<file path="src/sv/dpc_pkg.sv">
// ----------------------------------------------------------------------------
// dpc_pkg
// Types, register indexes and constants of the dual PID position controller.
// ----------------------------------------------------------------------------
`default_nettype none

package dpc_pkg;

   localparam int FRAC_BITS      = 12;
   localparam int POS_WIDTH      = 16;
   localparam int GAIN_WIDTH     = 16;
   localparam int ERR_WIDTH      = 18;
   localparam int INTEG_WIDTH    = 40;
   localparam int DRIVE_WIDTH    = 8;
   localparam int CSR_IDX_WIDTH  = 3;
   localparam int CSR_DATA_WIDTH = 16;

   localparam logic signed [DRIVE_WIDTH-1:0] DRIVE_LIMIT = 8'sd100;

   localparam logic [GAIN_WIDTH-1:0] PROP_GAIN_RESET  = 16'd750;
   localparam logic [GAIN_WIDTH-1:0] INTEG_GAIN_RESET = 16'd61;
   localparam logic [GAIN_WIDTH-1:0] DERIV_GAIN_RESET = 16'd205;
   localparam logic [GAIN_WIDTH-1:0] ZONE_RESET       = 16'd1;
   localparam logic [GAIN_WIDTH-1:0] TOL_RESET        = 16'd10;

   typedef enum logic [CSR_IDX_WIDTH-1:0] {
      REG_LEFT_TARGET    = 3'd0,
      REG_RIGHT_TARGET   = 3'd1,
      REG_PROP_GAIN      = 3'd2,
      REG_INTEG_GAIN     = 3'd3,
      REG_DERIV_GAIN     = 3'd4,
      REG_INTEGRAL_ZONE  = 3'd5,
      REG_DONE_TOLERANCE = 3'd6,
      REG_USE_MAGNITUDE  = 3'd7
   } reg_index_type;

   typedef struct packed {
      logic signed [POS_WIDTH-1:0] left_position;
      logic signed [POS_WIDTH-1:0] right_position;
      logic                        restart;
   } dpc_req_type;

   typedef struct packed {
      logic signed [DRIVE_WIDTH-1:0] left_drive;
      logic signed [DRIVE_WIDTH-1:0] right_drive;
      logic                          move_done;
   } dpc_rsp_type;

   typedef struct packed {
      logic signed [POS_WIDTH-1:0] left_target;
      logic signed [POS_WIDTH-1:0] right_target;
      logic [GAIN_WIDTH-1:0]       prop_gain;
      logic [GAIN_WIDTH-1:0]       integ_gain;
      logic [GAIN_WIDTH-1:0]       deriv_gain;
      logic [GAIN_WIDTH-1:0]       integral_zone;
      logic [GAIN_WIDTH-1:0]       done_tolerance;
      logic                        use_magnitude;
   } dpc_cfg_type;

endpackage

`default_nettype wire

</file>
<file path="src/sv/dpc_regs.sv">
// ----------------------------------------------------------------------------
// dpc_regs
// Configuration register file: targets, gains, zone, tolerance, mode.
// ----------------------------------------------------------------------------
`default_nettype none

module dpc_regs (
   input  wire logic                                 clock,
   input  wire logic                                 reset,
   input  wire logic                                 csr_wr_en,
   input  wire logic [dpc_pkg::CSR_IDX_WIDTH-1:0]    csr_index,
   input  wire logic [dpc_pkg::CSR_DATA_WIDTH-1:0]   csr_wdata,
   output dpc_pkg::dpc_cfg_type                      cfg
);
   import dpc_pkg::*;

   dpc_cfg_type cfg_ff, cfg_in;

   always_comb begin
      cfg_in = cfg_ff;
      if (csr_wr_en) begin
         case (reg_index_type'(csr_index))
            REG_LEFT_TARGET:    cfg_in.left_target    = $signed(csr_wdata);
            REG_RIGHT_TARGET:   cfg_in.right_target   = $signed(csr_wdata);
            REG_PROP_GAIN:      cfg_in.prop_gain      = csr_wdata;
            REG_INTEG_GAIN:     cfg_in.integ_gain     = csr_wdata;
            REG_DERIV_GAIN:     cfg_in.deriv_gain     = csr_wdata;
            REG_INTEGRAL_ZONE:  cfg_in.integral_zone  = csr_wdata;
            REG_DONE_TOLERANCE: cfg_in.done_tolerance = csr_wdata;
            REG_USE_MAGNITUDE:  cfg_in.use_magnitude  = csr_wdata[0];
            default:            cfg_in = cfg_ff;
         endcase
      end
   end

   always_ff @(posedge clock) begin
      if (reset) begin
         cfg_ff.left_target    <= '0;
         cfg_ff.right_target   <= '0;
         cfg_ff.prop_gain      <= PROP_GAIN_RESET;
         cfg_ff.integ_gain     <= INTEG_GAIN_RESET;
         cfg_ff.deriv_gain     <= DERIV_GAIN_RESET;
         cfg_ff.integral_zone  <= ZONE_RESET;
         cfg_ff.done_tolerance <= TOL_RESET;
         cfg_ff.use_magnitude  <= 1'b0;
      end else begin
         cfg_ff <= cfg_in;
      end
   end

   assign cfg = cfg_ff;

endmodule

`default_nettype wire

</file>
<file path="config.mk">
export PLATFORM = sky130hd
export DESIGN_NAME = dpc_regs
export DESIGN_NICKNAME = d
export VERILOG_FILES = /design/src/sv/dpc_pkg.sv /design/src/sv/dpc_regs.sv
export SDC_FILE = /design/constraint.sdc
export NUM_CORES = 1
export LEC_CHECK = 0
export ABC_CLOCK_PERIOD_IN_PS = 1200
export BUFFER_PORTS_ARGS = -buffer_cell sky130_fd_sc_hd__buf_2
export CELL_PAD_IN_SITES_DETAIL_PLACEMENT = 1
export CELL_PAD_IN_SITES_GLOBAL_PLACEMENT = 2
export CORE_UTILIZATION = 28
export DETAILED_ROUTE_END_ITERATION = 8
export PLACE_DENSITY = 0.77
export SLEW_MARGIN = 0
export SYNTH_ARGS = -nofsm -noshare
export SYNTH_HDL_FRONTEND = slang
export SYNTH_SLANG_ARGS = --single-unit
</file>
<file path="constraint.sdc">
create_clock -name clock -period 1.2 [get_ports clock]
set_input_delay 0.06 -clock clock [delete_from_list [all_inputs] [get_ports clock]]
set_output_delay 0.06 -clock clock [all_outputs]
set_load 0.01 [all_outputs]
</file>
==> impl_metrics.toml <==
[run_status]
status = "complete, no violations"

[yosys]
synth_ff_type = "dfxtp_1"
synthArstFlopShare_pct = 0
yosysTopAreaCellShare_pct = 50.8
syn_avg_cell_area_um2 = 11.0
synth_commonest_cells = "dfxtp_1, mux2i_1, nand2b_1"
synthesis.area_um2 = 4450
synth_top_area_cell = "dfxtp_1"
synth_area_leaders = "dfxtp_1, mux2i_1, nand2b_1"
synth_cells = 406
synth_edf_count = 0
synthesis.nets = 428
ys_ff_latch = 113
synth.distinct_cells = 16
yosysWarningCount = 0
ys_seq_area_share_pct = 50.8

[final_layout]
postLayoutCellArea_um2 = 6120
largest_reg_flops = 113
seq_area_um2 = 2260
area_growth_syn_to_layout_pct = 37.5
drive_gt1_share_pct = 32.4
final_core_util_pct = 39.8
fillCellCount = 1710
insertedDiodeCount = 0
final_nets = 576
fin_cells = 776
multi_input_comb_area_um2 = 2040

[pwr]
p_sw_share_pct = 22.1
power_density_nw_per_um2 = 1510
combPwrFrac_pct = 7.0
p_seq_share_pct = 42.0
finalPower_mw = 9.26
ir_drop_uv = 791
internal_power_mw = 7.22
pwr-share-clk_pct = 51.0
p_sw_mw = 2.04
p_leak_nw = 3.11

[sta]
slew_headroom_pct = 66.0
worst_slack_ns = 0.226
rsz0062_at_grt = "no"
final.setup.tns_ns = 0
slew_violations = 0
post-route-min-period_ns = 0.974
setup_viol = 0
fin_skew_ns = 0
fmax_mhz = 1030
period_share_pct = 81.2
worst_pin_slew_ns = 0.510
timing.hold.ws_ns = 0.0161
hold_violations = 0

[global_routing]
use_met2_pct = 26.9
grt-busiest-layer = "met2"
grt_pass1_wl_um = 20600
gr-usage-met1_pct = 20.8
grt_antenna_before_repair = 0
grtUsageTotal_pct = 16.7
grt_max_degree = 40
overflow = 0
use_met3_pct = 6.51
grt_pass1_vias = 3652

[setup_path]
timing_worst_setup_path_type = "reg2out"
crit_fanout = 2
cp.required_ns = 1.14
cpMaxStageDelayCell = "dfxtp_1"
critPathTopFamily = "flip-flops"
slowest_delay_ns = 0.36
crit_buf_inv = 1
startpoint_type = "flip-flop"
path_cells = "buf_2"
endpoint_kind = "output pin"
crit_arrival_ns = 0.91

[route]
drtIter0Drc = 100
drc = 0
drt-wirelength-per-cell_um = 16.8
antenna_left = 0
viasPerCell = 4.38
first_pass_iters = 4
routed_wl_um = 13100
vias = 3399

[clock_tree]
clockBufferDepth = 2
numCtsBuffers = 17
cts_tree = "done"
cts-hold-fix-buffers = 8
clk_latency_ns = 0.40
cts_setup_buffers = 0
cts_root_buf = "clkbuf_16"
clkSinkCount = 113
clk_pin_slew_ns = 0.05
cts_resized = 0
cts_max_level = 4

[placement]
dpl_worst_slack_ns = -0.0143
gp_congestion = 0.700
dpl_cell_area_um2 = 5480
dp_cells = 738
portBuffers = 134
dp_hpwl_um = 9360

[floorplan]
core_um2 = 15400
row_count = 45
initial_core_util_pct = 28.9
die_w_um = 128
dieArea_um2 = 16400
ios = 135
fp.dieH_um = 128

[worst_hold_path]
min_path_type = "in2reg"

[job]
cap_violations = 0
## cell type report
class	instances	area share [%]
flip-flops and latches	113	37.0
multi-input cells	261	33.3
repair buffers	161	16.3
clock buffers	24	8.20
well taps	211	4.32
clock inverters	6	0.900
## placed cells by master, fill, tap and decap left out, types with 3 or more instances in the layout
master / Yosys / routed
buf_12: 1 / 8
buf_2: 12 / 133
buf_4: 1 / 12
clkbuf_16: 0 / 17
clkbuf_8: 0 / 5
clkinv_2: 0 / 5
dfxtp_1: 113 / 113
dlygate4sd3_1: 0 / 8
mux2i_1: 113 / 113
nand2b_1: 109 / 109
nand4b_1: 3 / 3
nor2_1: 29 / 29
## routing by layer
layer | routed length, um | share of wire (%) | vias up
met4 | 125 | 0.96 | 0
met5 | 0 | 0 | -
met2 | 6120 | 47 | 90
met1 | 5860 | 45 | 1661
met3 | 968 | 7.4 | 11
li1 | - | - | 1637
## power by group through the flow
stage               logic (mW)  clock network (mW)  registers, mW
floorplan                0.320                   0           4.00
global placement         0.623                   0           3.96
detailed placement       0.638                   0           3.96
CTS                      0.660                4.82           3.89
global route             0.702                5.01           3.89
finish                   0.648                4.73           3.89
## logic make-up (layout without fill, tap and decap cells)
group         count (synthesis)  in the layout  share of synthesized area [%]
flops                       113            113                           50.8
simple gates                148            148                           19.9
buf+inv                      32            191                           3.82
mux                         113            113                           25.4
## final timing paths
| check | startpoint | endpoint | slack, ns | cells past startpoint |
|---|---|---|---|---|
| hold / removal | csr_wr_en | cfg[0] | 0.02 | 3 |
| hold reg to reg | cfg[102] | cfg[102] | 0.47 | 2 |
| setup / recovery | cfg[109] | cfg[109] | 0.23 | 1 |
| setup reg to reg | cfg[39] | cfg[39] | 0.55 | 2 |
No activity file was read; power rests on OpenSTA's default activity.
