==> config.mk <==
export PLATFORM = sky130hd
export DESIGN_NAME = dpc_channel
export DESIGN_NICKNAME = d
export VERILOG_FILES = /design/src/sv/dpc_pkg.sv /design/src/sv/dpc_channel.sv
export SDC_FILE = /design/constraint.sdc
export NUM_CORES = 2
export LEC_CHECK = 0
export BUFFER_PORTS_ARGS = -buffer_cell sky130_fd_sc_hd__buf_2
export CORE_MARGIN = 3
export CORE_UTILIZATION = 47
export DETAILED_ROUTE_END_ITERATION = 7
export SYNTH_ARGS = -nofsm -noshare
export SYNTH_HDL_FRONTEND = slang
export SYNTH_SLANG_ARGS = --single-unit
export TNS_END_PERCENT = 20
==> constraint.sdc <==
create_clock -name vclk -period 23.9
set_clock_uncertainty 0.05 [all_clocks]
set_input_delay 3.585 -clock vclk [all_inputs]
set_output_delay 3.585 -clock vclk [all_outputs]
set_load 0.05 [all_outputs]
==> src/sv/dpc_pkg.sv <==
// ----------------------------------------------------------------------------
// dpc_pkg
// Types, register indexes and constants of the dual PID position controller.
// ----------------------------------------------------------------------------
`default_nettype none

package dpc_pkg;

   localparam int FRAC_BITS      = 12;
   localparam int POS_WIDTH      = 16;
   localparam int GAIN_WIDTH     = 16;
   localparam int ERR_WIDTH      = 18;
   localparam int INTEG_WIDTH    = 40;
   localparam int DRIVE_WIDTH    = 8;
   localparam int CSR_IDX_WIDTH  = 3;
   localparam int CSR_DATA_WIDTH = 16;

   localparam logic signed [DRIVE_WIDTH-1:0] DRIVE_LIMIT = 8'sd100;

   localparam logic [GAIN_WIDTH-1:0] PROP_GAIN_RESET  = 16'd750;
   localparam logic [GAIN_WIDTH-1:0] INTEG_GAIN_RESET = 16'd61;
   localparam logic [GAIN_WIDTH-1:0] DERIV_GAIN_RESET = 16'd205;
   localparam logic [GAIN_WIDTH-1:0] ZONE_RESET       = 16'd1;
   localparam logic [GAIN_WIDTH-1:0] TOL_RESET        = 16'd10;

   typedef enum logic [CSR_IDX_WIDTH-1:0] {
      REG_LEFT_TARGET    = 3'd0,
      REG_RIGHT_TARGET   = 3'd1,
      REG_PROP_GAIN      = 3'd2,
      REG_INTEG_GAIN     = 3'd3,
      REG_DERIV_GAIN     = 3'd4,
      REG_INTEGRAL_ZONE  = 3'd5,
      REG_DONE_TOLERANCE = 3'd6,
      REG_USE_MAGNITUDE  = 3'd7
   } reg_index_type;

   typedef struct packed {
      logic signed [POS_WIDTH-1:0] left_position;
      logic signed [POS_WIDTH-1:0] right_position;
      logic                        restart;
   } dpc_req_type;

   typedef struct packed {
      logic signed [DRIVE_WIDTH-1:0] left_drive;
      logic signed [DRIVE_WIDTH-1:0] right_drive;
      logic                          move_done;
   } dpc_rsp_type;

   typedef struct packed {
      logic signed [POS_WIDTH-1:0] left_target;
      logic signed [POS_WIDTH-1:0] right_target;
      logic [GAIN_WIDTH-1:0]       prop_gain;
      logic [GAIN_WIDTH-1:0]       integ_gain;
      logic [GAIN_WIDTH-1:0]       deriv_gain;
      logic [GAIN_WIDTH-1:0]       integral_zone;
      logic [GAIN_WIDTH-1:0]       done_tolerance;
      logic                        use_magnitude;
   } dpc_cfg_type;

endpackage

`default_nettype wire

==> src/sv/dpc_channel.sv <==
// ----------------------------------------------------------------------------
// dpc_channel
// One PID channel: integral update with saturation, P + I + D, truncation
// toward zero and clamp to +-100 percent.
// ----------------------------------------------------------------------------
`default_nettype none

module dpc_channel (
   input  wire logic signed [dpc_pkg::ERR_WIDTH-1:0]   err,
   input  wire logic signed [dpc_pkg::INTEG_WIDTH-1:0] integ,
   input  wire logic signed [dpc_pkg::ERR_WIDTH-1:0]   prev_err,
   input  wire logic [dpc_pkg::GAIN_WIDTH-1:0]         prop_gain,
   input  wire logic [dpc_pkg::GAIN_WIDTH-1:0]         integ_gain,
   input  wire logic [dpc_pkg::GAIN_WIDTH-1:0]         deriv_gain,
   output logic signed [dpc_pkg::INTEG_WIDTH-1:0]      integ_next,
   output logic signed [dpc_pkg::DRIVE_WIDTH-1:0]      drive
);
   import dpc_pkg::*;

   localparam int PROD_W  = GAIN_WIDTH + 1 + ERR_WIDTH;
   localparam int DIFF_W  = ERR_WIDTH + 1;
   localparam int DPROD_W = GAIN_WIDTH + 1 + DIFF_W;
   localparam int ISUM_W  = INTEG_WIDTH + 1;
   localparam int SUM_W   = INTEG_WIDTH + 2;
   localparam int Q_W     = SUM_W - FRAC_BITS;

   logic signed [GAIN_WIDTH:0]      kp_s, ki_s, kd_s;
   logic signed [DIFF_W-1:0]        diff;
   logic signed [PROD_W-1:0]        p_term, i_term;
   logic signed [DPROD_W-1:0]       d_term;
   logic signed [ISUM_W-1:0]        isum;
   logic signed [SUM_W-1:0]         total, total_adj;
   logic signed [Q_W-1:0]           q;

   always_comb begin
      kp_s   = $signed({1'b0, prop_gain});
      ki_s   = $signed({1'b0, integ_gain});
      kd_s   = $signed({1'b0, deriv_gain});
      diff   = DIFF_W'(err) - DIFF_W'(prev_err);
      p_term = kp_s * err;
      i_term = ki_s * err;
      d_term = kd_s * diff;

      isum = ISUM_W'(integ) + ISUM_W'(i_term);
      if (isum[ISUM_W-1] != isum[ISUM_W-2]) begin
         integ_next = isum[ISUM_W-1] ? {1'b1, {(INTEG_WIDTH-1){1'b0}}}
                                     : {1'b0, {(INTEG_WIDTH-1){1'b1}}};
      end else begin
         integ_next = isum[INTEG_WIDTH-1:0];
      end

      total = SUM_W'(integ_next) + SUM_W'(p_term) + SUM_W'(d_term);
      // round toward zero: bias negatives before the arithmetic shift
      total_adj = total[SUM_W-1] ? total + SUM_W'((1 << FRAC_BITS) - 1) : total;
      q = total_adj[SUM_W-1:FRAC_BITS];

      if (q > Q_W'(DRIVE_LIMIT)) begin
         drive = DRIVE_LIMIT;
      end else if (q < -Q_W'(DRIVE_LIMIT)) begin
         drive = -DRIVE_LIMIT;
      end else begin
         drive = q[DRIVE_WIDTH-1:0];
      end
   end

endmodule

`default_nettype wire

==> impl_metrics.yaml <==
setup_path:
  critical_path.max_fanout: 27
  timing.critical_path.slowest_stage_cell: "fa_1"
  critPathMostFrequentCell: "fa_1"
  worstSetupEndpointType: "output pin"
  required_ns: 20.27
  crit_path_start_kind: "primary input"
  worst-endpoint-arrival_ns: 19.47
  worstSetupPathType: "primary input to output pin"
  max_stage_delay_ns: 0.60
synth:
  syn-num-nets: 6083
  synthDistinctLibCells: 91
  mappedNetlistArea_sq_mm: 0.0410
  netlist_instances: 4554
  mean_instance_size_in_the_synthesized_netlist_sq_um: 9.01
  yosysWarningCount: 0
  ys_seq_area_share_pct: 0
global_route:
  groute.usage.overall_pct: 26.5
  wire_length_of_the_first_global_routing_pass_mm: 186
  number_of_antenna_violations_at_the_first_check_in_global_routing: 12
  grt_start_max_net_pins: 42
  vias_in_the_first_global_route: 32617
  grt_overflow: 0
final_layout:
  final_layout_size_suffix_gt1_share_pct: 5.93
  finish.utilization_pct: 50.3
  clock_buffer_count: 0
  flops_and_latches: 0
  finish.net_count: 6135
  commonest_cells_after_routing_fill_and_taps_aside: "inv_1, fa_1, nand2_1"
  sequential_cell_area_sq_um: 0
  area_delta_synth_final_pct: 5.12
  layout.cells.most_common: "inv_1"
drt:
  detailroute.via_count: 29424
  post-route-drc-count: 0
  detail_route.wl_per_cell_microns: 19.8
  dr.first_iter.drc_count: 1725
  detail_route.first_pass.iterations: 5
  avgViaCountPerCell: 5.11
  total_wire_length_after_detailed_routing_mm: 114
  ant_nets: 0
outcome:
  run_status: "finished clean"
hold_path:
  whs_endpoint: "integ_next[0]"
  hold_depth: 5
  hold_class: "primary input to output pin"
  hp-start: "integ[0]"
sta:
  timing.max_slew.rel_slack_pct: 18.6
  worst-slew-pin-transition_ns: 1.21
  period_utilization_pct: 96.7
  fmax_mhz: 43.3
  timing.setup.tns_ns: 0
  min_period_ns: 23.10
  hold_slack_ns: 8.13
  rsz0062_at_grt: "false"
  maxSlewViolCount: 0
  hold_violations: 0
  final-setup-viol-count: 0
die:
  placementRows: 107
  initial_utilization_pct: 47.8
  io_pins: 172
  chipWidth_microns: 302
  core_sq_mm: 0.0858
  chipHeight_microns: 302
  die-area_sq_mm: 0.0909
placement:
  dp_hpwl_mm: 100
  place_congestion: 0.921
  numPortBuffers: 172
clock_network:
  cts_hold_buf: 0
job:
  drv.max_cap_violation_count: 0
## how the worst max path moves through the flow
stage | from | end | slack, ns | depth (start not counted)
floorplan | err[17] | drive[0] | 1.63 | 57
global placement | err[9] | drive[1] | 0.84 | 56
finish | err[9] | drive[0] | 0.80 | 58
detailed placement | err[9] | drive[0] | 0.62 | 57
CTS | err[9] | drive[0] | 0.51 | 57
global route | err[9] | drive[1] | 0.03 | 58
## cell usage after synthesis, drive strengths merged (4+ instances only)
| master | number | area share [%] |
|---|---|---|
| o21a | 36 | 0.66 |
| and4 | 8 | 0.18 |
| a21boi | 14 | 0.26 |
| inv | 1385 | 13 |
| xor2 | 38 | 0.81 |
| nand2 | 525 | 4.8 |
| or3 | 11 | 0.18 |
| a311oi | 5 | 0.14 |
| xnor2 | 53 | 1.1 |
| a31oi | 7 | 0.11 |
| a21oi | 73 | 0.89 |
| fa | 1130 | 55 |
| nand2b | 27 | 0.41 |
| mux2i | 6 | 0.15 |
| and2 | 408 | 6.2 |
| clkbuf | 155 | 1.4 |
| o21bai | 11 | 0.21 |
| buf | 19 | 0.32 |
| nor4b | 4 | 0.12 |
| or2 | 6 | 0.091 |
| ha | 275 | 8.4 |
| a211oi | 14 | 0.26 |
| o31ai | 8 | 0.18 |
| a21o | 38 | 0.70 |
| nor2 | 62 | 0.57 |
| nor3 | 11 | 0.13 |
| nor2b | 28 | 0.43 |
| o211ai | 6 | 0.12 |
| a211o | 5 | 0.11 |
| o311ai | 5 | 0.11 |
| nand3 | 23 | 0.28 |
| a41o | 4 | 0.098 |
| nand4 | 12 | 0.18 |
| nor4 | 11 | 0.26 |
| o21ai | 63 | 0.80 |
| and3 | 13 | 0.20 |
| or4 | 4 | 0.091 |
## layout make-up
cell class | instances | area [sq um]
fillers | 8259 | 42700
multi-input cells | 2995 | 35200
inverters | 1385 | 5200
well taps | 1144 | 1430
repair buffers | 224 | 1280
diodes | 6 | 15.0
## critical path: cells and delay by family
kind | cells | cell delay [ns]
xor gates and xnor gates | 1 | 0.15
adders and majority gates | 16 | 7.83
and+or+nand+nor | 9 | 2.51
muxes | 1 | 0.18
buffers and inverters | 13 | 1.46
AOI/OAI and AO/OA | 18 | 3.68
## cell families after synthesis
group	after synthesis	synth area share, %
AOI/OAI and AO/OA	327	5.57
xor gates and xnor gates	91	1.94
adders and majority gates	1405	63.5
buffers and inverters	1559	14.4
muxes	6	0.146
and+or+nand+nor	1166	14.4
## routing by layer
metal,GRT usage [%],part of all wire [%],vias up
met3,3.58,6.7,138
met1,37.2,43,15315
met4,5.61,2.7,6
li1,-,-,13129
met2,44.2,48,836
met5,0,0.030,-
## repair_timing
| item | CTS | global route |
|---|---|---|
| endpoints found under the setup margin | 0 | 7 |
| setup buffers | 0 | 0 |
| gates resized for setup | 0 | 6 |
## through the flow
| stage | std cells | setup slack (ns) | area [sq um] |
|---|---|---|---|
| CTS | 5748 | 0.511 | 43100 |
| finish | 5754 | 0.799 | 43100 |
| detailed placement | 5748 | 0.617 | 43100 |
| global placement | 5748 | 0.835 | 43100 |
| global route | 5749 | 0.0328 | 43100 |
| floorplan | 4554 | 1.63 | 41000 |
